--- src/hw/rtl/fcsm_pkg.sv ---
// Shared types and constants for the fault code status manager.
// Used by the controller, the datapath and the top level; depends on nothing.
`timescale 1ns / 1ps

package fcsm_pkg;

   // Field widths of the request, response and register words.
   localparam int MODE_WIDTH      = 3;
   localparam int DTC_INDEX_WIDTH = 4;
   localparam int DATA_WIDTH      = 8;
   localparam int FLAGS_WIDTH     = 6;
   localparam int SAMPLE_WIDTH    = 16;
   localparam int DELTA_WIDTH     = SAMPLE_WIDTH + 1;
   localparam int LIMIT_WIDTH     = 15;
   localparam int TICKS_WIDTH     = 16;
   localparam int CSR_INDEX_WIDTH = 3;
   localparam int CSR_DATA_WIDTH  = 16;

   // Entries past this count can never be addressed by a request word.
   localparam int MAX_ADDRESSABLE = 2 ** DTC_INDEX_WIDTH;

   // Request modes.
   typedef enum logic [MODE_WIDTH-1:0] {
      MODE_TICK      = 3'd0,
      MODE_READ      = 3'd1,
      MODE_WRITE     = 3'd2,
      MODE_SET       = 3'd3,
      MODE_CLEAR     = 3'd4,
      MODE_CLEAR_ALL = 3'd5
   } mode_type;

   // Configuration register indexes.
   localparam logic [CSR_INDEX_WIDTH-1:0] CSR_CONTROL_ENABLE = 3'd0;
   localparam logic [CSR_INDEX_WIDTH-1:0] CSR_SENSOR_LEVEL   = 3'd1;
   localparam logic [CSR_INDEX_WIDTH-1:0] CSR_BATTERY_LIMIT  = 3'd2;
   localparam logic [CSR_INDEX_WIDTH-1:0] CSR_OUTPUT_LIMIT   = 3'd3;
   localparam logic [CSR_INDEX_WIDTH-1:0] CSR_FILTER_TICKS   = 3'd4;

   // Register reset values (limits are 1/128 volt per LSB).
   localparam logic                           RST_CONTROL_ENABLE = 1'b1;
   localparam logic signed [SAMPLE_WIDTH-1:0] RST_SENSOR_LEVEL   = 16'sd0;
   localparam logic [LIMIT_WIDTH-1:0]         RST_BATTERY_LIMIT  = 15'd1024;
   localparam logic [LIMIT_WIDTH-1:0]         RST_OUTPUT_LIMIT   = 15'd128;
   localparam logic [TICKS_WIDTH-1:0]         RST_FILTER_TICKS   = 16'd1000;

   // Monitored trouble codes.
   localparam int MONITOR_COUNT      = 10;
   localparam int CODE_VOUT_OVER     = 0;
   localparam int CODE_IIN_OVER      = 1;
   localparam int CODE_IIN_SENSOR    = 2;
   localparam int CODE_IOUT_SENSOR   = 3;
   localparam int CODE_TEMP_SENSOR   = 4;
   localparam int CODE_BATTERY_DELTA = 5;
   localparam int CODE_TEMP_OVER     = 6;
   localparam int CODE_OUTPUT_DELTA  = 7;
   localparam int CODE_BUS_OFF       = 8;
   localparam int CODE_BUS_TIMEOUT   = 9;

   // Bit positions within the status flags field.
   localparam int FLAG_VOUT_OVER       = 0;
   localparam int FLAG_IIN_OVER        = 1;
   localparam int FLAG_TEMP_OVER       = 2;
   localparam int FLAG_BUS_OFF         = 3;
   localparam int FLAG_BUS_TIMEOUT     = 4;
   localparam int FLAG_SOFT_START_DONE = 5;

   // Status byte bits.
   localparam logic [DATA_WIDTH-1:0] BIT_TEST_FAILED = 8'h01;
   localparam logic [DATA_WIDTH-1:0] BIT_CONFIRMED   = 8'h08;
   localparam logic [DATA_WIDTH-1:0] FAIL_BITS       = BIT_TEST_FAILED | BIT_CONFIRMED;

   // Controller states.
   typedef enum logic {
      CTRL_IDLE,
      CTRL_EXEC
   } ctrl_state_type;

   // Commands from the controller to the datapath.
   typedef struct packed {
      logic capture;
      logic commit;
   } dp_cmd_type;

   // Status from the datapath to the controller.
   typedef struct packed {
      logic out_blocked;
   } dp_status_type;

endpackage

--- src/hw/rtl/fcsm_ctrl.sv ---
// Controller state machine: accepts a request word, then commits it to the datapath.
// Depends on fcsm_pkg for the state enum and the command and status structs.
`timescale 1ns / 1ps

module fcsm_ctrl (
   input  logic                  clock,
   input  logic                  reset,
   input  logic                  req_valid,
   output logic                  req_stall,
   input  fcsm_pkg::dp_status_type dp_status,
   output fcsm_pkg::dp_cmd_type    dp_cmd
);
   import fcsm_pkg::*;

   ctrl_state_type state_ff;
   ctrl_state_type state_in;

   always_ff @(posedge clock) begin
      if (reset) begin
         state_ff <= CTRL_IDLE;
      end else begin
         state_ff <= state_in;
      end
   end

   always_comb begin
      state_in       = state_ff;
      req_stall      = 1'b1;
      dp_cmd.capture = 1'b0;
      dp_cmd.commit  = 1'b0;
      case (state_ff)
         CTRL_IDLE: begin
            req_stall      = reset;
            dp_cmd.capture = req_valid && !reset;
            if (dp_cmd.capture) begin
               state_in = CTRL_EXEC;
            end
         end
         CTRL_EXEC: begin
            // The update waits until the response register can take its result.
            dp_cmd.commit = !dp_status.out_blocked;
            if (dp_cmd.commit) begin
               state_in = CTRL_IDLE;
            end
         end
         default: begin
            state_in = CTRL_IDLE;
         end
      endcase
   end

endmodule

--- src/hw/rtl/fcsm_datapath.sv ---
// Datapath: request capture, configuration registers, status table, monitors and
// the response register. Depends on fcsm_pkg; driven by commands from fcsm_ctrl.
`timescale 1ns / 1ps

module fcsm_datapath #(
   parameter int TableDepth = 16
) (
   input  logic                                      clock,
   input  logic                                      reset,
   input  fcsm_pkg::dp_cmd_type                      dp_cmd,
   output fcsm_pkg::dp_status_type                   dp_status,
   input  logic [fcsm_pkg::MODE_WIDTH-1:0]           req_mode,
   input  logic [fcsm_pkg::DTC_INDEX_WIDTH-1:0]      req_dtc_index,
   input  logic [fcsm_pkg::DATA_WIDTH-1:0]           req_data,
   input  logic [fcsm_pkg::FLAGS_WIDTH-1:0]          req_status_flags,
   input  logic signed [fcsm_pkg::SAMPLE_WIDTH-1:0]  req_input_current,
   input  logic signed [fcsm_pkg::SAMPLE_WIDTH-1:0]  req_output_current,
   input  logic signed [fcsm_pkg::SAMPLE_WIDTH-1:0]  req_temperature,
   input  logic signed [fcsm_pkg::SAMPLE_WIDTH-1:0]  req_battery_voltage,
   input  logic signed [fcsm_pkg::SAMPLE_WIDTH-1:0]  req_output_voltage,
   input  logic signed [fcsm_pkg::SAMPLE_WIDTH-1:0]  req_target_voltage,
   output logic                                      rsp_valid,
   input  logic                                      rsp_stall,
   output logic [fcsm_pkg::DATA_WIDTH-1:0]           rsp_read_data,
   input  logic                                      csr_write_enable,
   input  logic [fcsm_pkg::CSR_INDEX_WIDTH-1:0]      csr_index,
   input  logic [fcsm_pkg::CSR_DATA_WIDTH-1:0]       csr_write_data
);
   import fcsm_pkg::*;

   localparam int IdxBits = $clog2(TableDepth);
   localparam logic [DTC_INDEX_WIDTH:0] DepthLimit = (DTC_INDEX_WIDTH + 1)'(TableDepth);

   // Captured request word.
   logic [MODE_WIDTH-1:0]           mode_ff;
   logic [DTC_INDEX_WIDTH-1:0]      dtc_index_ff;
   logic [DATA_WIDTH-1:0]           data_ff;
   logic [FLAGS_WIDTH-1:0]          flags_ff;
   logic signed [SAMPLE_WIDTH-1:0]  input_current_ff;
   logic signed [SAMPLE_WIDTH-1:0]  output_current_ff;
   logic signed [SAMPLE_WIDTH-1:0]  temperature_ff;
   logic signed [SAMPLE_WIDTH-1:0]  battery_voltage_ff;
   logic signed [SAMPLE_WIDTH-1:0]  output_voltage_ff;
   logic signed [SAMPLE_WIDTH-1:0]  target_voltage_ff;

   // Configuration registers.
   logic                            control_enable_ff;
   logic signed [SAMPLE_WIDTH-1:0]  sensor_level_ff;
   logic [LIMIT_WIDTH-1:0]          battery_limit_ff;
   logic [LIMIT_WIDTH-1:0]          output_limit_ff;
   logic [TICKS_WIDTH-1:0]          filter_ticks_ff;

   // Block state.
   logic [DATA_WIDTH-1:0]  status_table_ff [TableDepth];
   logic [DATA_WIDTH-1:0]  status_table_in [TableDepth];
   logic [TICKS_WIDTH-1:0] mismatch_count_ff;
   logic [TICKS_WIDTH-1:0] mismatch_count_in;

   // Response register.
   logic                   rsp_valid_ff;
   logic                   rsp_valid_in;
   logic [DATA_WIDTH-1:0]  rsp_data_ff;
   logic [DATA_WIDTH-1:0]  read_value;

   // Monitor results.
   logic signed [DELTA_WIDTH-1:0] battery_delta;
   logic signed [DELTA_WIDTH-1:0] output_delta;
   logic                          battery_mismatch;
   logic                          output_mismatch;
   logic                          count_below;
   logic [MONITOR_COUNT-1:0]      monitor_fail;
   logic [TableDepth-1:0]         set_vec;
   logic [TableDepth-1:0]         clr_vec;

   function automatic logic beyond(input logic signed [DELTA_WIDTH-1:0] delta,
                                   input logic [LIMIT_WIDTH-1:0] limit);
      logic signed [DELTA_WIDTH-1:0] lim;
      lim = {2'b00, limit};
      return (delta > lim) || (delta < -lim);
   endfunction

   always_ff @(posedge clock) begin
      if (dp_cmd.capture) begin
         mode_ff            <= req_mode;
         dtc_index_ff       <= req_dtc_index;
         data_ff            <= req_data;
         flags_ff           <= req_status_flags;
         input_current_ff   <= req_input_current;
         output_current_ff  <= req_output_current;
         temperature_ff     <= req_temperature;
         battery_voltage_ff <= req_battery_voltage;
         output_voltage_ff  <= req_output_voltage;
         target_voltage_ff  <= req_target_voltage;
      end
      if (dp_cmd.commit) begin
         rsp_data_ff <= read_value;
      end
   end

   always_ff @(posedge clock) begin
      if (reset) begin
         control_enable_ff <= RST_CONTROL_ENABLE;
         sensor_level_ff   <= RST_SENSOR_LEVEL;
         battery_limit_ff  <= RST_BATTERY_LIMIT;
         output_limit_ff   <= RST_OUTPUT_LIMIT;
         filter_ticks_ff   <= RST_FILTER_TICKS;
      end else if (csr_write_enable) begin
         case (csr_index)
            CSR_CONTROL_ENABLE: control_enable_ff <= csr_write_data[0];
            CSR_SENSOR_LEVEL:   sensor_level_ff   <= csr_write_data;
            CSR_BATTERY_LIMIT:  battery_limit_ff  <= csr_write_data[LIMIT_WIDTH-1:0];
            CSR_OUTPUT_LIMIT:   output_limit_ff   <= csr_write_data[LIMIT_WIDTH-1:0];
            CSR_FILTER_TICKS:   filter_ticks_ff   <= csr_write_data;
            default: begin
            end
         endcase
      end
   end

   always_ff @(posedge clock) begin
      if (reset) begin
         for (int i = 0; i < TableDepth; i++) begin
            status_table_ff[i] <= '0;
         end
         mismatch_count_ff <= '0;
         rsp_valid_ff      <= 1'b0;
      end else begin
         status_table_ff   <= status_table_in;
         mismatch_count_ff <= mismatch_count_in;
         rsp_valid_ff      <= rsp_valid_in;
      end
   end

   // Monitor evaluation for a tick word.
   always_comb begin
      battery_delta    = DELTA_WIDTH'(battery_voltage_ff) - DELTA_WIDTH'(output_voltage_ff);
      output_delta     = DELTA_WIDTH'(target_voltage_ff) - DELTA_WIDTH'(output_voltage_ff);
      battery_mismatch = beyond(battery_delta, battery_limit_ff);
      output_mismatch  = flags_ff[FLAG_SOFT_START_DONE] && beyond(output_delta, output_limit_ff);
      count_below      = mismatch_count_ff < filter_ticks_ff;

      monitor_fail                     = '0;
      monitor_fail[CODE_VOUT_OVER]     = flags_ff[FLAG_VOUT_OVER];
      monitor_fail[CODE_IIN_OVER]      = flags_ff[FLAG_IIN_OVER];
      monitor_fail[CODE_IIN_SENSOR]    = input_current_ff <= sensor_level_ff;
      monitor_fail[CODE_IOUT_SENSOR]   = output_current_ff <= sensor_level_ff;
      monitor_fail[CODE_TEMP_SENSOR]   = temperature_ff <= sensor_level_ff;
      monitor_fail[CODE_BATTERY_DELTA] = battery_mismatch;
      monitor_fail[CODE_TEMP_OVER]     = flags_ff[FLAG_TEMP_OVER];
      monitor_fail[CODE_OUTPUT_DELTA]  = output_mismatch;
      monitor_fail[CODE_BUS_OFF]       = flags_ff[FLAG_BUS_OFF];
      monitor_fail[CODE_BUS_TIMEOUT]   = flags_ff[FLAG_BUS_TIMEOUT];

      set_vec = '0;
      clr_vec = '0;
      for (int i = 0; i < MONITOR_COUNT; i++) begin
         set_vec[i] = monitor_fail[i];
         clr_vec[i] = !monitor_fail[i];
      end
      // The battery code only fails once the filter count has run out.
      set_vec[CODE_BATTERY_DELTA] = battery_mismatch && !count_below;
      clr_vec[CODE_BATTERY_DELTA] = !battery_mismatch;
   end

   // Filter counter runs on every tick, whatever the enable.
   always_comb begin
      mismatch_count_in = mismatch_count_ff;
      if (dp_cmd.commit && (mode_ff == MODE_TICK)) begin
         if (!battery_mismatch) begin
            mismatch_count_in = '0;
         end else if (count_below) begin
            mismatch_count_in = mismatch_count_ff + TICKS_WIDTH'(1);
         end
      end
   end

   always_comb begin : table_update
      logic [DATA_WIDTH-1:0] entry_next;
      logic                  entry_sel;
      for (int i = 0; i < TableDepth; i++) begin
         entry_next = status_table_ff[i];
         entry_sel  = (dtc_index_ff == DTC_INDEX_WIDTH'(i));
         case (mode_ff)
            MODE_TICK: begin
               if (control_enable_ff) begin
                  if (set_vec[i]) begin
                     entry_next = entry_next | FAIL_BITS;
                  end else if (clr_vec[i]) begin
                     entry_next = entry_next & ~BIT_TEST_FAILED;
                  end
               end
            end
            MODE_WRITE: begin
               if (entry_sel) begin
                  entry_next = data_ff;
               end
            end
            MODE_SET: begin
               if (control_enable_ff && entry_sel) begin
                  entry_next = entry_next | data_ff;
               end
            end
            MODE_CLEAR: begin
               if (control_enable_ff && entry_sel) begin
                  entry_next = entry_next & ~data_ff;
               end
            end
            MODE_CLEAR_ALL: begin
               entry_next = '0;
            end
            default: begin
            end
         endcase
         status_table_in[i] = dp_cmd.commit ? entry_next : status_table_ff[i];
      end
   end

   always_comb begin
      read_value = '0;
      if ((mode_ff == MODE_READ) && ({1'b0, dtc_index_ff} < DepthLimit)) begin
         read_value = status_table_ff[dtc_index_ff[IdxBits-1:0]];
      end
   end

   always_comb begin
      dp_status.out_blocked = rsp_valid_ff && rsp_stall;
      if (dp_cmd.commit) begin
         rsp_valid_in = 1'b1;
      end else begin
         rsp_valid_in = rsp_valid_ff && rsp_stall;
      end
   end

   assign rsp_valid     = rsp_valid_ff;
   assign rsp_read_data = rsp_data_ff;

endmodule

--- src/hw/rtl/fault_code_status_manager_core.sv ---
// Fault code status manager: the controller captures a request word, then executes it in its
// execute step, and the response word is registered at the commit; a new word is accepted only
// once the previous one has been committed. A stalled response holds the execute step until
// the response register drains. Synchronous reset clears the status table and the filter counter
// and loads the register defaults at once; there is no clearing pass. Depends on fcsm_pkg,
// fcsm_ctrl, fcsm_datapath.
`timescale 1ns / 1ps

module fault_code_status_manager_core #(
   parameter int CODE_COUNT = 16
) (
   input  logic                                      clock,
   input  logic                                      reset,
   // Request channel.
   input  logic                                      req_valid,
   output logic                                      req_stall,
   input  logic [fcsm_pkg::MODE_WIDTH-1:0]           req_mode,
   input  logic [fcsm_pkg::DTC_INDEX_WIDTH-1:0]      req_dtc_index,
   input  logic [fcsm_pkg::DATA_WIDTH-1:0]           req_data,
   input  logic [fcsm_pkg::FLAGS_WIDTH-1:0]          req_status_flags,
   input  logic signed [fcsm_pkg::SAMPLE_WIDTH-1:0]  req_input_current,
   input  logic signed [fcsm_pkg::SAMPLE_WIDTH-1:0]  req_output_current,
   input  logic signed [fcsm_pkg::SAMPLE_WIDTH-1:0]  req_temperature,
   input  logic signed [fcsm_pkg::SAMPLE_WIDTH-1:0]  req_battery_voltage,
   input  logic signed [fcsm_pkg::SAMPLE_WIDTH-1:0]  req_output_voltage,
   input  logic signed [fcsm_pkg::SAMPLE_WIDTH-1:0]  req_target_voltage,
   // Response channel.
   output logic                                      rsp_valid,
   input  logic                                      rsp_stall,
   output logic [fcsm_pkg::DATA_WIDTH-1:0]           rsp_read_data,
   // Configuration write port.
   input  logic                                      csr_write_enable,
   input  logic [fcsm_pkg::CSR_INDEX_WIDTH-1:0]      csr_index,
   input  logic [fcsm_pkg::CSR_DATA_WIDTH-1:0]       csr_write_data
);
   import fcsm_pkg::*;

   // A request word carries a four-bit index, so only the first sixteen codes can ever be
   // read or written. Codes beyond that are never touched and need no storage; indexes at
   // or beyond CODE_COUNT read as zero and are ignored by writes.
   localparam int TableDepth = (CODE_COUNT < MAX_ADDRESSABLE) ? CODE_COUNT : MAX_ADDRESSABLE;

   dp_cmd_type    dp_cmd;
   dp_status_type dp_status;

   // The controller sequences each word through capture and execute.
   fcsm_ctrl u_ctrl (
      .clock     (clock),
      .reset     (reset),
      .req_valid (req_valid),
      .req_stall (req_stall),
      .dp_status (dp_status),
      .dp_cmd    (dp_cmd)
   );

   // The datapath holds the table, the monitors, the registers and the response register.
   fcsm_datapath #(
      .TableDepth (TableDepth)
   ) u_datapath (
      .clock               (clock),
      .reset               (reset),
      .dp_cmd              (dp_cmd),
      .dp_status           (dp_status),
      .req_mode            (req_mode),
      .req_dtc_index       (req_dtc_index),
      .req_data            (req_data),
      .req_status_flags    (req_status_flags),
      .req_input_current   (req_input_current),
      .req_output_current  (req_output_current),
      .req_temperature     (req_temperature),
      .req_battery_voltage (req_battery_voltage),
      .req_output_voltage  (req_output_voltage),
      .req_target_voltage  (req_target_voltage),
      .rsp_valid           (rsp_valid),
      .rsp_stall           (rsp_stall),
      .rsp_read_data       (rsp_read_data),
      .csr_write_enable    (csr_write_enable),
      .csr_index           (csr_index),
      .csr_write_data      (csr_write_data)
   );

`ifndef NO_ASSERTIONS
   // An accepted word keeps the block busy for the following cycle.
   a_busy_after_accept: assert property (@(posedge clock) disable iff (reset)
      (req_valid && !req_stall) |=> req_stall)
      else $error("request accepted while the previous word was not yet executed");

   // A commit never overwrites a response that is still waiting to be taken.
   a_no_overwrite: assert property (@(posedge clock) disable iff (reset)
      dp_cmd.commit |-> !(rsp_valid && rsp_stall))
      else $error("commit while the response register is blocked");

   // Every commit produces a response word on the next cycle.
   a_commit_responds: assert property (@(posedge clock) disable iff (reset)
      dp_cmd.commit |=> (rsp_valid && !req_stall))
      else $error("commit did not present a response word");

   // A response word only appears as the result of a commit.
   a_response_source: assert property (@(posedge clock) disable iff (reset)
      $rose(rsp_valid) |-> $past(dp_cmd.commit))
      else $error("response word appeared without a commit");
`endif

endmodule

--- config.mk ---
export PLATFORM = sky130hd
export DESIGN_NAME = fault_code_status_manager_core
export DESIGN_NICKNAME = d
export VERILOG_FILES = /design/src/hw/rtl/fcsm_pkg.sv /design/src/hw/rtl/fcsm_ctrl.sv /design/src/hw/rtl/fcsm_datapath.sv /design/src/hw/rtl/fault_code_status_manager_core.sv
export SDC_FILE = /design/constraint.sdc
export NUM_CORES = 1
export LEC_CHECK = 0
export BUFFER_PORTS_ARGS = -buffer_cell sky130_fd_sc_hd__buf_4
export CAP_MARGIN = 20
export CORE_AREA = 5 5 178 222
export DETAILED_ROUTE_END_ITERATION = 8
export DIE_AREA = 0 0 183 227
export PLACE_DENSITY = 0.71
export SLEW_MARGIN = 20
export SYNTH_ARGS = -nofsm -noshare
export SYNTH_HDL_FRONTEND = slang
export SYNTH_SLANG_ARGS = --single-unit
--- constraint.sdc ---
create_clock -name clock -period 12.8 [get_ports clock]
set_input_delay 0.64 -clock clock [delete_from_list [all_inputs] [get_ports clock]]
set_output_delay 0.64 -clock clock [all_outputs]
set_load 0.005 [all_outputs]
* Yosys cells after proc, flatten, opt, wreduce, memory -nomap -nowiden
Cells that the tools add are included.
Cells by class: add/subtract/negate cells 5, multipliers 0, div/mod/pow operators 0, $lt $le $gt $ge 9, equality and inequality tests 85, shift operators 0, mux-type cells 97, bitwise operators 36, reduce and logical (&&, ||, !) cells 73
Operators by type and width (count):
- $mux W8 | 61
- $pmux W8 S5 | 10
- $pmux W8 S4 | 6
- $and A8 B8 Y8 | 16
- $or A8 B8 Y8 | 16
- $ne A2 B1 Y1 const B | 59
- $reduce_and A6 Y1 | 19
- $reduce_and A7 Y1 | 11
- $le A16 B16 Y1 | 3
- $mux W4 | 9
- $gt A17 B16 Y1 | 2
- $lt A17 B17 Y1 | 2
- $neg A15 Y17 | 2
- $sub A16 B16 Y17 | 2
- $bmux W8 S4 | 1
- $eq A4 B4 Y1 const B | 8
- $mux W16 | 2
- $reduce_and A5 Y1 | 6
- $logic_and A1 B1 Y1 | 21
- $add A16 B1 Y16 const B | 1
- $eq A4 B3 Y1 const B | 4
- $lt A16 B16 Y1 | 1
- $eq A3 B2 Y1 const B | 4
- $reduce_and A2 Y1 | 6
- other kinds (18) | 33
Storage, ports and cells: register bits 334, bits in latches 0, RAM bits 0, bits in read-only memories 0, input bits 141, output and inout port bits 10, word-level logic and storage cells 360, memories kept 0

* Longest topological paths before layout
Gate-level depths: netlist of the first run.
depth in word-level cells 7, mapped depth 23, gate-level depth less buffers 22

* By module
From an unflattened synthesis of the first run, not the netlist that was laid out.
Unflattened totals: cell total of the unflattened synthesis 1887, area total of the unflattened synthesis 18267.5 sq um
Modules (own cells, without submodules):
- fcsm_datapath | instances 1, cells each 1880, area an instance 18208.7 sq um, seq. area each 7917.6 sq um
- fcsm_ctrl | instances 1, cells each 7, area an instance 58.8 sq um, seq. area each 20.0 sq um

* Least setup slack after synthesis of the first run
OpenSTA, ideal clock, no wires.
path kind input-to-reg, start in reset, end reg u_datapath.battery_voltage_ff[0] (enable), setup time 594 ps, arrival 6132 ps, required time 12206 ps, setup slack 6074 ps, cell stages on the path 4, path buffers 2, path through clkbuf_1 -> clkbuf_1 -> or2_2 -> nor2_1
RTL lines:
- start, declared | line fault_code_status_manager_core.sv:13 | input logic reset,
- end signal, assigned | line fcsm_datapath.sv:91 | battery_voltage_ff <= req_battery_voltage;
- end, declared | line fcsm_datapath.sv:42 | logic signed [SAMPLE_WIDTH-1:0] battery_voltage_ff;

* Worst setup path in the final report of the first run
start reg u_datapath.battery_voltage_ff[0], end reg u_datapath.mismatch_count_ff[10]
On the way: word-level cells in the longest chain between the ends 5, elaborated cells between the ends (all ways) 7, those cells by class 1 x add/sub; 2 x order compare; 1 x eq/ne; 1 x mux; 2 x reduce/logical
RTL lines:
- $sub A16 B16 Y17 (*) | line fcsm_datapath.sv:136 | battery_delta = DELTA_WIDTH'(battery_voltage_ff) - DELTA_WIDTH'(output_voltage_ff);
- $gt A17 B16 Y1 or $lt A17 B17 Y1 (tied branches) | line fcsm_datapath.sv:79 | return (delta > lim) || (delta < -lim);
- $logic_or A1 B1 Y1 (*) | line fcsm_datapath.sv:79
- $ne A2 B2 Y1 (no line)
- $reduce_and A2 Y1 (no line)
- end signal, assigned | line fcsm_datapath.sv:129 | mismatch_count_ff <= mismatch_count_in;
- end, declared | line fcsm_datapath.sv:56 | logic [TICKS_WIDTH-1:0] mismatch_count_ff;
Every way passes the cells marked *; elsewhere a longest branch is shown, timed or not. A chain may end at the register's enable or synchronous reset.

==> qor.yml, run 1 <==
clock_tree:
  cts_buffers: 36
  cts_setup_buffers: 0
  clk_pin_slew_ns: 0.06
  cts_tree: "built"
  cts_sinks: 334
  cts_hold_buf: 0
  post_cts_resize_count: 0
  cts_root_buf: "clkbuf_16"
  cts_max_level: 2
  clk_latency_ns: 0.56
  cts_buffer_depth: 3
finish:
  final_common_cell: "a21oi_1"
  drive_gt1_share_pct: 14.6
  area_delta_synth_final_pct: 14.6
  ff_latch_area_mm2: 0.00794
  multi_input_area_mm2: 0.00959
  utilization_pct: 56.6
  instances_no_fill: 2513
  layout_common_cells: "a21oi_1, dfxtp_1, nand2_1"
  fillCellCount: 3247
  finalNetCount: 2303
yosys:
  yosysTopAreaCellShare_pct: 22.8
  synth_edf_count: 125
  synthFlopType: "dfxtp_1"
  seq_area_frac_synth_pct: 43.3
  synth_warnings: 0
  syn_nets: 2194
  synth_area_leader_cell: "dfxtp_1"
  ys_ff_latch: 334
  synth_area_leaders: "dfxtp_1, edfxtp_1, ha_1"
  synth_cell_types: 80
  synth_cells: 1891
  avgSynthCellArea_um2: 9.69
  async_flop_share_pct: 0
  synth_area_mm2: 0.0183
floorplanning:
  die_h_um: 227
  io_pins: 151
  initial_core_util_pct: 49.4
  die_w_um: 183
  die-area_mm2: 0.0415
  core_area_mm2: 0.0371
  rows: 79
hold_path:
  hold_path_class: "primary input to register"
place:
  place.detailed.hpwl_um: 35800
  gp_congestion: 0.917
  numPortBuffers: 150
  pre_cts_slack_ns: 8.17
  dp.cells: 2447
route:
  top_layer: "met5"
  avgRoutedWirePerCell_um: 19.5
  firstDrtPassIters: 6
  dr_wl_met3_um: 3150
  via_count: 14900
  met1Wirelength_um: 19300
  route.detailed.drc: 0
  drt_iter0_markers: 1225
  wl_met2_um: 24300
  antenna_left: 0
  vias_per_cell: 5.92
  wirelength_um: 48900
critical_path:
  path_class: "register to register"
  start_kind: "register"
  critPathCaptureType: "register"
  reg2reg_slack_ns: 8.18
  cp_top_family: "compound AO/OA/AOI/OAI gates"
  critPathBufInv: 2
  required_ns: 13.26
  crit_fanout: 16
  reg2reg_to: "u_datapath.mismatch_count_ff[10]"
  slowest_stage: "fa_1"
  path_depth: 22
  worstSetupEndpoint: "u_datapath.mismatch_count_ff[10]"
  r2r_start: "u_datapath.battery_voltage_ff[0]"
  cp.arrival_ns: 5.08
  reg2reg_depth: 22
  crit_start: "u_datapath.battery_voltage_ff[0]"
  max_stage_delay_ns: 0.49
  cp_cell_sequence: "inv_1 -> ha_1 -> inv_1 -> fa_1 -> a211oi_2 -> o21ai_1 -> and2_1 -> o21ai_0 -> nand2b_1 -> a21o_1 -> a21oi_1 -> xnor2_1 -> ha_1 -> a211oi_1 -> nor2_1 -> nor3_1 -> o21bai_1 -> o21ai_0 -> nand4_2 -> and2_4 -> o21bai_4 -> o21ba_1"
power_and_ir_drop:
  pwr_density_cell_mw_per_mm2: 121
  p_leak_nw: 7.91
  peakVddDrop_uv: 150
global_route:
  gr-total-overflow: 0
  antenna_found_initial: 2
  grt_usage_pct: 23.2
  grt_pass1_wl_um: 77200
  grt_pass1_vias: 14700
  grt_max_degree: 112
timing:
  fin_tns_setup_ns: 0
  worstMarginPinSlew_ns: 1.09
  slew_headroom_pct: 27.3
  finalMaxSlewViolations: 0
  fin_crit_ns: 4.62
  setup_viol_count_final: 0
  setup_ws_ns: 8.18
  max_clock_freq_mhz: 216
  period_share_pct: 36.1
  rsz0062_at_grt: "false"
  hold_viol: 0
  skew_ns: 0.0231
job:
  drv_cap: 0
run_status:
  run_status: "completed"
[power breakdown]
part | switching [mW] | internal (mW)
clock | 0.438 | 0.603
sequential | 0.0224 | 1.13
combinational | 0.195 | 0.143
total | 0.655 | 1.88
[worst min-delay path by stage]
stage	from	end	slack, ns	cells past startpoint
after floorplan	u_datapath.filter_ticks_ff[0]	u_datapath.filter_ticks_ff[0]	0.43	2
after global placement	u_datapath.sensor_level_ff[10]	u_datapath.sensor_level_ff[10]	0.44	2
after detailed placement	u_datapath.filter_ticks_ff[1]	u_datapath.filter_ticks_ff[1]	0.45	2
after CTS	req_data[4]	u_datapath.data_ff[4]	0.24	1
after global routing	req_temperature[6]	u_datapath.temperature_ff[6]	0.24	1
final	req_data[4]	u_datapath.data_ff[4]	0.26	1
[through the flow]
stage	hold WS (ns)	instance area, µm²	total power, mW
after detailed placement	0.448	19800	1.51
final	0.255	21000	2.54
after CTS	0.236	21000	2.55
after global placement	0.444	19800	1.50
after global routing	0.238	21000	2.64
after floorplan	0.432	18300	1.40
[registers in the layout (all words and copies together) (netlist names), 15 cells and up]
register,cells
u_datapath.status_table_ff,128
u_datapath.battery_voltage_ff,16
u_datapath.filter_ticks_ff,16
u_datapath.input_current_ff,16
u_datapath.mismatch_count_ff,16
u_datapath.output_current_ff,16
u_datapath.output_voltage_ff,16
u_datapath.sensor_level_ff,16
u_datapath.target_voltage_ff,16
u_datapath.temperature_ff,16
u_datapath.battery_limit_ff,15
u_datapath.output_limit_ff,15
[synthesized netlist by cell type (all sizes together), types with 23 or more instances]
library cell	instances
ha	160
o21a	26
nor3	29
o21ai	61
edfxtp	125
a211oi	125
xnor2	39
clkbuf	77
a21o	28
a21oi	268
inv	111
mux4	40
nor2	117
dfxtp	209
nand2	191
nor2b	23
nand4	33
[area by class of cell]
type	count	share of cell area, %
well taps	486	2.90
diodes	2	0.0238
multi-input cells	1353	45.7
clock inverters	10	0.477
clock buffers	53	5.24
flip-flops and latches	334	37.8
inverters	111	1.98
repair buffers	164	5.88
[kinds of logic after synthesis]
| family | Yosys count | share of synthesized area [%] |
|---|---|---|
| AO/OA/AOI/OAI | 604 | 21.1 |
| AND/OR/NAND/NOR | 498 | 12.8 |
| flip-flops | 334 | 43.3 |
| buffers and inverters | 204 | 4.38 |
| adder cells (fa/ha/maj) | 162 | 11.1 |
| XOR/XNOR | 48 | 2.30 |
| multiplexers | 41 | 4.97 |
[layer usage]
| layer | vias up | track usage (%) |
|---|---|---|
| li1 | 7200 | - |
| met1 | 7014 | 27.3 |
| met2 | 527 | 40.9 |
| met3 | 141 | 4.57 |
| met4 | 2 | 10.6 |
| met5 | - | 0 |
Note: power is estimated with default switching activity, not from simulation.
==> run 2: changes to the inputs <==
Settings changed: ABC_AREA set to 1, CORE_AREA 5 5 178 222 to 5 5 178 223, DIE_AREA 0 0 183 227 to 0 0 183 228, PLACE_DENSITY 0.71 to 0.74.
Clock period 12.8 ns to 4 ns, I/O delays scaled along.
==> run 2 against run 1 <==
Final area is 7.0% higher; core utilization is 4.0 points higher; highest routed layer is now met4; count of clock-buffer cells in the layout stayed put; worst setup slack worse by 7.9 ns; global-route usage is 0.93 points higher; sequential share of layout area is 2.5 points lower; synthesized area is 0.75% higher; clock skew is 0.00088 ns higher; sequential cell count stayed put; combinational power grew to 4.2 times the previous value; register-to-register slack worse by 7.9 ns.
==> qor.yml, run 2 <==
power_and_ir_drop:
  peakVddDrop_uv: 359  # +140%
  switching_share_pct: 27.7  # +1.8 points
  pwr-share-comb_pct: 17.0  # +3.7 points
  p_int_mw: 6.04  # +220%
  p_leak_nw: 9.04  # +14%
  pwr_density_cell_mw_per_mm2: 372  # +210%
  clockPowerShare_pct: 38.5  # -2.6 points
  switchingPower_mw: 2.31  # +250%
  seqPwrFrac_pct: 44.5  # -1.1 points
yosys:
  yosysTopAreaCellShare_pct: 22.7  # -0.17 points
  synth_mux_area_share_pct: 0  # -5.0 points
  async_flop_share_pct: 0  # unchanged
  yosys.cell_count.top_type: "nand2_1"
  synth_adder_area_share_pct: 11.1  # -0.083 points
  synth_edf_count: 125  # unchanged
  synth-compound-area-share_pct: 19.4  # -1.6 points
  seq_area_frac_synth_pct: 43.0  # -0.32 points
  synth_warnings: 0  # unchanged
  ys_ff_latch: 334  # unchanged
  synth_top_family_by_area: "compound AO/OA/AOI/OAI gates"
  post_synth_xor_area_fraction_pct: 2.94  # +0.65 points
  synth_area_leaders: "dfxtp_1, edfxtp_1, ha_1"
  synth-simple-area-share_pct: 15.6  # +2.8 points
  avgSynthCellArea_um2: 8.53  # -12%
  synth_cell_types: 52  # -35%
  synth_cells: 2164  # +14%
  syn_nets: 2467  # +12%
  synth_area_leader_cell: "dfxtp_1"
  synth.top_cells.by_count: "nand2_1, inv_1, dfxtp_1"
  synth_area_mm2: 0.0185  # +0.75%
  synthFlopType: "dfxtp_1"
clock_tree:
  cts_sinks: 334  # unchanged
  cts_buffer_depth: 3  # unchanged
  cts_buffers: 36  # unchanged
  clk_pin_slew_ns: 0.07  # about the same
  cts_root_buf: "clkbuf_16"
  clk_latency_ns: 0.54  # -0.02 ns
  cts_tree: "built"
  cts_max_level: 2  # unchanged
hold_path:
  min_to: "u_datapath.output_limit_ff[2]"
  whs_path_depth: 3  # +2
  hold_path_class: "primary input to register"
  holdCritStartpoint: "csr_write_data[2]"
route:
  drt_iter0_markers: 1226  # +0.082%
  route.detailed.drc: 0  # unchanged
  via_count: 16600  # +11%
  wirelength_um: 52300  # +6.8%
  avgRoutedWirePerCell_um: 17.8  # -8.5%
  antenna_left: 0  # unchanged
  firstDrtPassIters: 6  # unchanged
  vias_per_cell: 5.64  # -4.7%
finish:
  drive_gt1_share_pct: 11.3  # -3.3 points
  regMostFlops: "u_datapath.status_table_ff"
  largest_reg_flops: 128  # unchanged
  num_antenna_cells: 0  # -2
  instances_no_fill: 2934  # +17%
  ff_latch_area_mm2: 0.00794  # unchanged
  final_common_cell: "nand2_1"
  layout_common_cells: "nand2_1, inv_1, dfxtp_1"
  finalNetCount: 2723  # +18%
  fillCellCount: 3145  # -3.1%
  area_delta_synth_final_pct: 21.7
  multi_input_area_mm2: 0.00911  # -5.0%
timing:
  period_share_pct: 92.1  # +56 points
  slew_headroom_pct: 29.2  # +1.9 points
  max_clock_freq_mhz: 271  # +25%
  hold_viol: 0  # unchanged
  skew_ns: 0.0240  # +0.000882 ns
  rsz0062_at_grt: "false"
  worstMarginPinSlew_ns: 1.06  # -0.0275 ns
  setup_viol_count_final: 0  # unchanged
  fin_tns_setup_ns: 0  # unchanged
  finalMaxSlewViolations: 0  # unchanged
  fin_crit_ns: 3.69  # -0.936 ns
global_route:
  grt_pass1_wl_um: 82800  # +7.3%
  grt_pass1_vias: 16300  # +10%
  gr-total-overflow: 0  # unchanged
  grt_max_degree: 118  # +5.4%
  antenna_found_initial: 0  # -2
  grt_usage_pct: 24.1  # +0.93 points
critical_path:
  cp.arrival_ns: 4.14  # -0.94 ns
  path_common_cell: "nand2_2"
  r2r_start: "u_datapath.battery_voltage_ff[0]"
  start_kind: "register"
  path_class: "register to register"
  slowest_stage: "fa_2"
  required_ns: 4.45  # -8.81 ns
  reg2reg_slack_ns: 0.31  # -7.86 ns
  crit_fanout: 6  # -10
  max_stage_delay_ns: 0.39  # -0.10 ns
  reg2reg_depth: 27  # +23%
  reg2reg_to: "u_datapath.mismatch_count_ff[2]"
  critPathCaptureType: "register"
floorplanning:
  core_area_mm2: 0.0371  # unchanged
  die_h_um: 228  # +0.44%
  die_w_um: 183  # unchanged
  initial_core_util_pct: 49.8  # +0.37 points
  die-area_mm2: 0.0417  # +0.44%
  io_pins: 151  # unchanged
  rows: 79  # unchanged
place:
  dp.cells: 2739  # +12%
  place.detailed.hpwl_um: 36400  # +1.6%
  gp_congestion: 0.942  # +2.7%
  numPortBuffers: 150  # unchanged
job:
  drv_cap: 0  # unchanged
run_status:
  run_status: "completed"
run 2: cell types whose count changed in the layout (fill, tap and decap cells not counted), sizes merged, moves of 31 or more:
cell	previous run	this run
a211oi	125	16
a22oi	3	34
xor2	9	50
inv	111	298
nand2	191	430
dlygate4sd3	0	126
nand3	21	66
a221oi	5	84
o21ai	61	141
a21oi	268	188
mux4	40	0
run 2: final cells by class:
type / count / area share, %
inverter: 294 / 4.92
timing repair buffer: 297 / 11.5
tap: 486 / 2.71
clock buffer: 53 / 4.62
multi-input combinational: 1457 / 40.6
sequential: 334 / 35.3
clock inverter: 13 / 0.362
run 2: logic make-up after synthesis:
| kind of cell | Yosys count |
|---|---|
| xor+xnor | 62 |
| simple gates | 674 |
| flops | 334 |
| compound gates | 559 |
| buf+inv | 373 |
| fa+ha+maj | 162 |
run 2: through the flow:
step                      setup slack [ns]  cell area [µm²]  hold slack [ns]  utilization, %  total power, mW
final                                0.314            22500           0.0176            60.6             8.35
after global routing               0.00157            22500           0.0205            60.6             8.72
after CTS                            0.103            22400          0.00125            60.4             8.35
after detailed placement             0.114            20000            0.379            53.9             5.06
after global placement               0.237            20000            0.378            53.9             5.02
after floorplan                      0.465            18500            0.299               -             4.62
run 2: routing by layer:
metal	wire, µm	track usage (%)	vias to the layer above
li1	-	-	8055
met1	20700	28.7	7824
met2	26700	43.8	540
met3	2700	2.91	142
met4	2140	9.46	0
met5	0	0	-
run 2: worst max-delay path: cells and delay by family (launching register included):
family	cells	cell delay (ns)
AO/OA/AOI/OAI	3	0.38
flip-flops	1	0.36
AND/OR/NAND/NOR	15	1.48
buffers and inverters	5	0.36
XOR/XNOR	1	0.16
adder cells (fa/ha/maj)	3	0.86
run 2: power groups by stage:
| stage | logic (mW) | registers, mW | clock network (mW) |
|---|---|---|---|
| after detailed placement | 1.27 | 3.79 | 0 |
| after global routing | 1.58 | 3.73 | 3.41 |
| final | 1.42 | 3.72 | 3.21 |
| after global placement | 1.23 | 3.79 | 0 |
| after floorplan | 0.857 | 3.77 | 0 |
| after CTS | 1.38 | 3.72 | 3.25 |
run 2: how the worst max path moves through the flow:
stage / end / startpoint / slack [ns] / depth (start not counted)
finish: u_datapath.mismatch_count_ff[2] / u_datapath.battery_voltage_ff[0] / 0.31 / 27
global route: u_datapath.status_table_ff[67] / u_datapath.output_voltage_ff[0] / 0.002 / 28
CTS: u_datapath.mismatch_count_ff[12] / u_datapath.battery_voltage_ff[0] / 0.10 / 28
detailed placement: u_datapath.mismatch_count_ff[12] / u_datapath.battery_voltage_ff[0] / 0.11 / 28
global placement: u_datapath.mismatch_count_ff[12] / u_datapath.battery_voltage_ff[0] / 0.24 / 28
floorplan: u_datapath.mismatch_count_ff[9] / u_datapath.battery_voltage_ff[0] / 0.46 / 26
run 2: what timing repair did:
item,4_1_cts,5_1_grt
setup endpoints to repair,0,19
resized for setup,0,17
hold buffers,126,0
endpoints found under the hold margin,127,0
setup buffers,0,3
==> run 3: changes to the inputs <==
Settings changed: SYNTH_HIERARCHICAL set to 1.
==> run 3 against run 2 <==
Clock skew rose by 0.0098 ns; clock power rose by 12%; total power rose by 4.3%; core utilization rose by 0.77 points; routed wire length rose by 7.5%; die area did not move.
==> qor.yml, run 3 <==
floorplanning:
  rows: 79  # unchanged
  die_h_um: 228  # unchanged
  initial_core_util_pct: 49.7  # -0.11 points
  die_w_um: 183  # unchanged
  core_area_mm2: 0.0371  # unchanged
  io_pins: 151  # unchanged
  die-area_mm2: 0.0417  # unchanged
clock_tree:
  cts_sinks: 334  # unchanged
  cts_buffers: 37  # +2.8%
  cts_root_buf: "clkbuf_16"
  cts_tree: "built"
  cts_max_level: 2  # unchanged
  clk_pin_slew_ns: 0.06  # about the same
  clk_latency_ns: 0.57  # +0.03 ns
  cts_buffer_depth: 3  # unchanged
yosys:
  synth_edf_count: 125  # unchanged
  synth_cells: 2214  # +2.3%
  synth_area_leaders: "dfxtp_1, edfxtp_1, ha_1"
  synthFlopType: "dfxtp_1"
  yosys.cell_count.top_type: "nand2_1"
  synth_cell_types: 51  # -1.9%
  synth.top_cells.by_count: "nand2_1, inv_1, dfxtp_1"
  syn_nets: 2517  # +2.0%
  synth_area_leader_cell: "dfxtp_1"
  avgSynthCellArea_um2: 8.32  # -2.5%
  async_flop_share_pct: 0  # unchanged
  ys_ff_latch: 334  # unchanged
  synth_area_mm2: 0.0184  # -0.23%
  synth_warnings: 6  # +6
  yosysTopAreaCellShare_pct: 22.7  # +0.052 points
  seq_area_frac_synth_pct: 43.1  # +0.099 points
timing:
  period_share_pct: 92.8  # +0.64 points
  holdWs_ns: 0.0369  # +0.0193 ns
  fin_tns_setup_ns: 0  # unchanged
  slew_headroom_pct: 34.6  # +5.4 points
  worstMarginPinSlew_ns: 0.978  # -0.0813 ns
  fin_crit_ns: 3.71  # +0.0257 ns
  setup_viol_count_final: 0  # unchanged
  hold_viol: 0  # unchanged
  rsz0062_at_grt: "false"
  max_clock_freq_mhz: 269  # -0.69%
  finalMaxSlewViolations: 0  # unchanged
  skew_ns: 0.0338  # +0.00985 ns
route:
  vias_per_cell: 5.74  # +1.7%
  drt_iter0_markers: 1442  # +18%
  firstDrtPassIters: 5  # -1
  via_count: 17300  # +4.2%
  wirelength_um: 56200  # +7.5%
  antenna_left: 0  # unchanged
  route.detailed.drc: 0  # unchanged
  avgRoutedWirePerCell_um: 18.7  # +4.9%
place:
  gp_congestion: 0.980  # +4.0%
  numPortBuffers: 150  # unchanged
  place.detailed.hpwl_um: 38700  # +6.2%
finish:
  largest_reg_flops: 128  # unchanged
  finalNetCount: 2791  # +2.5%
  area_delta_synth_final_pct: 23.5
  regMostFlops: "u_datapath/status_table_ff"
  fillCellCount: 3094  # -1.6%
  layout_common_cells: "nand2_1, inv_1, dfxtp_1"
  final_common_cell: "nand2_1"
  drive_gt1_share_pct: 11.7  # +0.41 points
critical_path:
  path_common_cell: "nand2_1"
  slowest_stage: "edfxtp_1"
  crit_fanout: 15  # +9
  start_kind: "register"
  critPathCaptureType: "register"
  path_class: "register to register"
  required_ns: 4.46  # about the same
  max_stage_delay_ns: 0.39  # about the same
  cp.arrival_ns: 4.17  # +0.03 ns
  critPathBufInv: 4  # -1
  cp_top_family: "simple AND/OR/NAND/NOR gates"
job:
  drv_cap: 0  # unchanged
run_status:
  run_status: "completed"
hold_path:
  hold_path_class: "primary input to register"
global_route:
  gr-total-overflow: 0  # unchanged
  grt_pass1_wl_um: 88600  # +6.9%
  grt_pass1_vias: 17600  # +7.8%
  grt_usage_pct: 26.1  # +2.0 points
  antenna_found_initial: 3  # +3
  grt_max_degree: 78  # -34%
power_and_ir_drop:
  p_leak_nw: 9.38  # +3.8%
  pwr_density_cell_mw_per_mm2: 383  # +3.0%
  peakVddDrop_uv: 399  # +11%
[run 3: changes by cell type in the layout (fill, tap and decap cells not counted), sizes merged, moves of 8 or more]
cell	before	now
o21ai	141	207
a221oi	84	59
nand2	430	405
o221ai	30	6
nor2	122	145
o22ai	1	22
a21oi	188	205
a31oi	17	30
a211oi	16	6
o221a	0	10
o31ai	10	0
a22oi	34	26
[run 3: report_power, final]
part | internal (mW) | switching (mW)
registers | 3.65 | 0.0638
clock network | 2.18 | 1.44
logic | 0.556 | 0.834
total | 6.38 | 2.33
[run 3: final cells by class]
class                           count  area, µm²  area share (%)
Antenna cell                        3       7.51          0.0330
Clock buffer                       55       1130            4.98
Clock inverter                     13        175           0.770
Inverter                          305       1150            5.08
Multi-Input combinational cell   1502       9070            39.9
Sequential cell                   334       7940            34.9
Tap cell                          486        608            2.67
Timing Repair Buffer              308       2660            11.7
[run 3: layer usage]
metal	share of wire, %	vias to the layer above	global-route usage [%]
li1	-	8197	-
met1	37	8062	28.9
met2	51	774	47.1
met3	6.7	218	4.14
met4	5.8	0	14.3
met5	0	-	0
[run 3: cells by family after synthesis]
group	synth area share (%)
xor gates and xnor gates	2.90
AOI/OAI and AO/OA	19.6
adders and majority gates	11.1
buffers and inverters	7.97
and+or+nand+nor	15.3
DFF	43.1
[run 3: through the flow]
stage | std cells | worst slack (ns) | power, mW | utilization (%) | cell area [µm²]
final | 3006 | 0.289 | 8.71 | 61.4 | 22700
after global routing | 3006 | 0.0127 | 9.09 | 61.4 | 22700
after CTS | 3001 | 0.116 | 8.72 | 61.1 | 22700
after detailed placement | 2800 | 0.128 | 5.01 | 54.0 | 20000
after global placement | 2800 | 0.222 | 4.96 | 54.0 | 20000
after floorplan | 2214 | 0.696 | 4.57 | - | 18400
[run 3: worst register-to-register path, delay by kind of cell, from the launching register on]
family	cells	cell delay, ns
AOI/OAI and AO/OA	5	0.79
DFF	1	0.39
buffers and inverters	4	0.26
and+or+nand+nor	12	1.27
xor gates and xnor gates	1	0.17
adders and majority gates	3	0.73
[run 3: worst paths after layout]
path	startpoint	to	slack [ns]	depth (start not counted)
max	u_datapath/output_voltage_ff[0]	u_datapath/mismatch_count_ff[10]	0.29	25
min	csr_write_data[13]	u_datapath/sensor_level_ff[13]	0.04	3
max reg2reg	u_datapath/output_voltage_ff[0]	u_datapath/mismatch_count_ff[10]	0.29	25
min reg2reg	u_datapath/filter_ticks_ff[1]	u_datapath/filter_ticks_ff[1]	0.47	2
[run 3: timing repair]
action                                 4_1_cts  5_1_grt
setup endpoints to repair                    0       19
setup buffers                                0        2
hold buffers                               133        0
endpoints found under the hold margin      148        0
gates resized for setup                      0       14
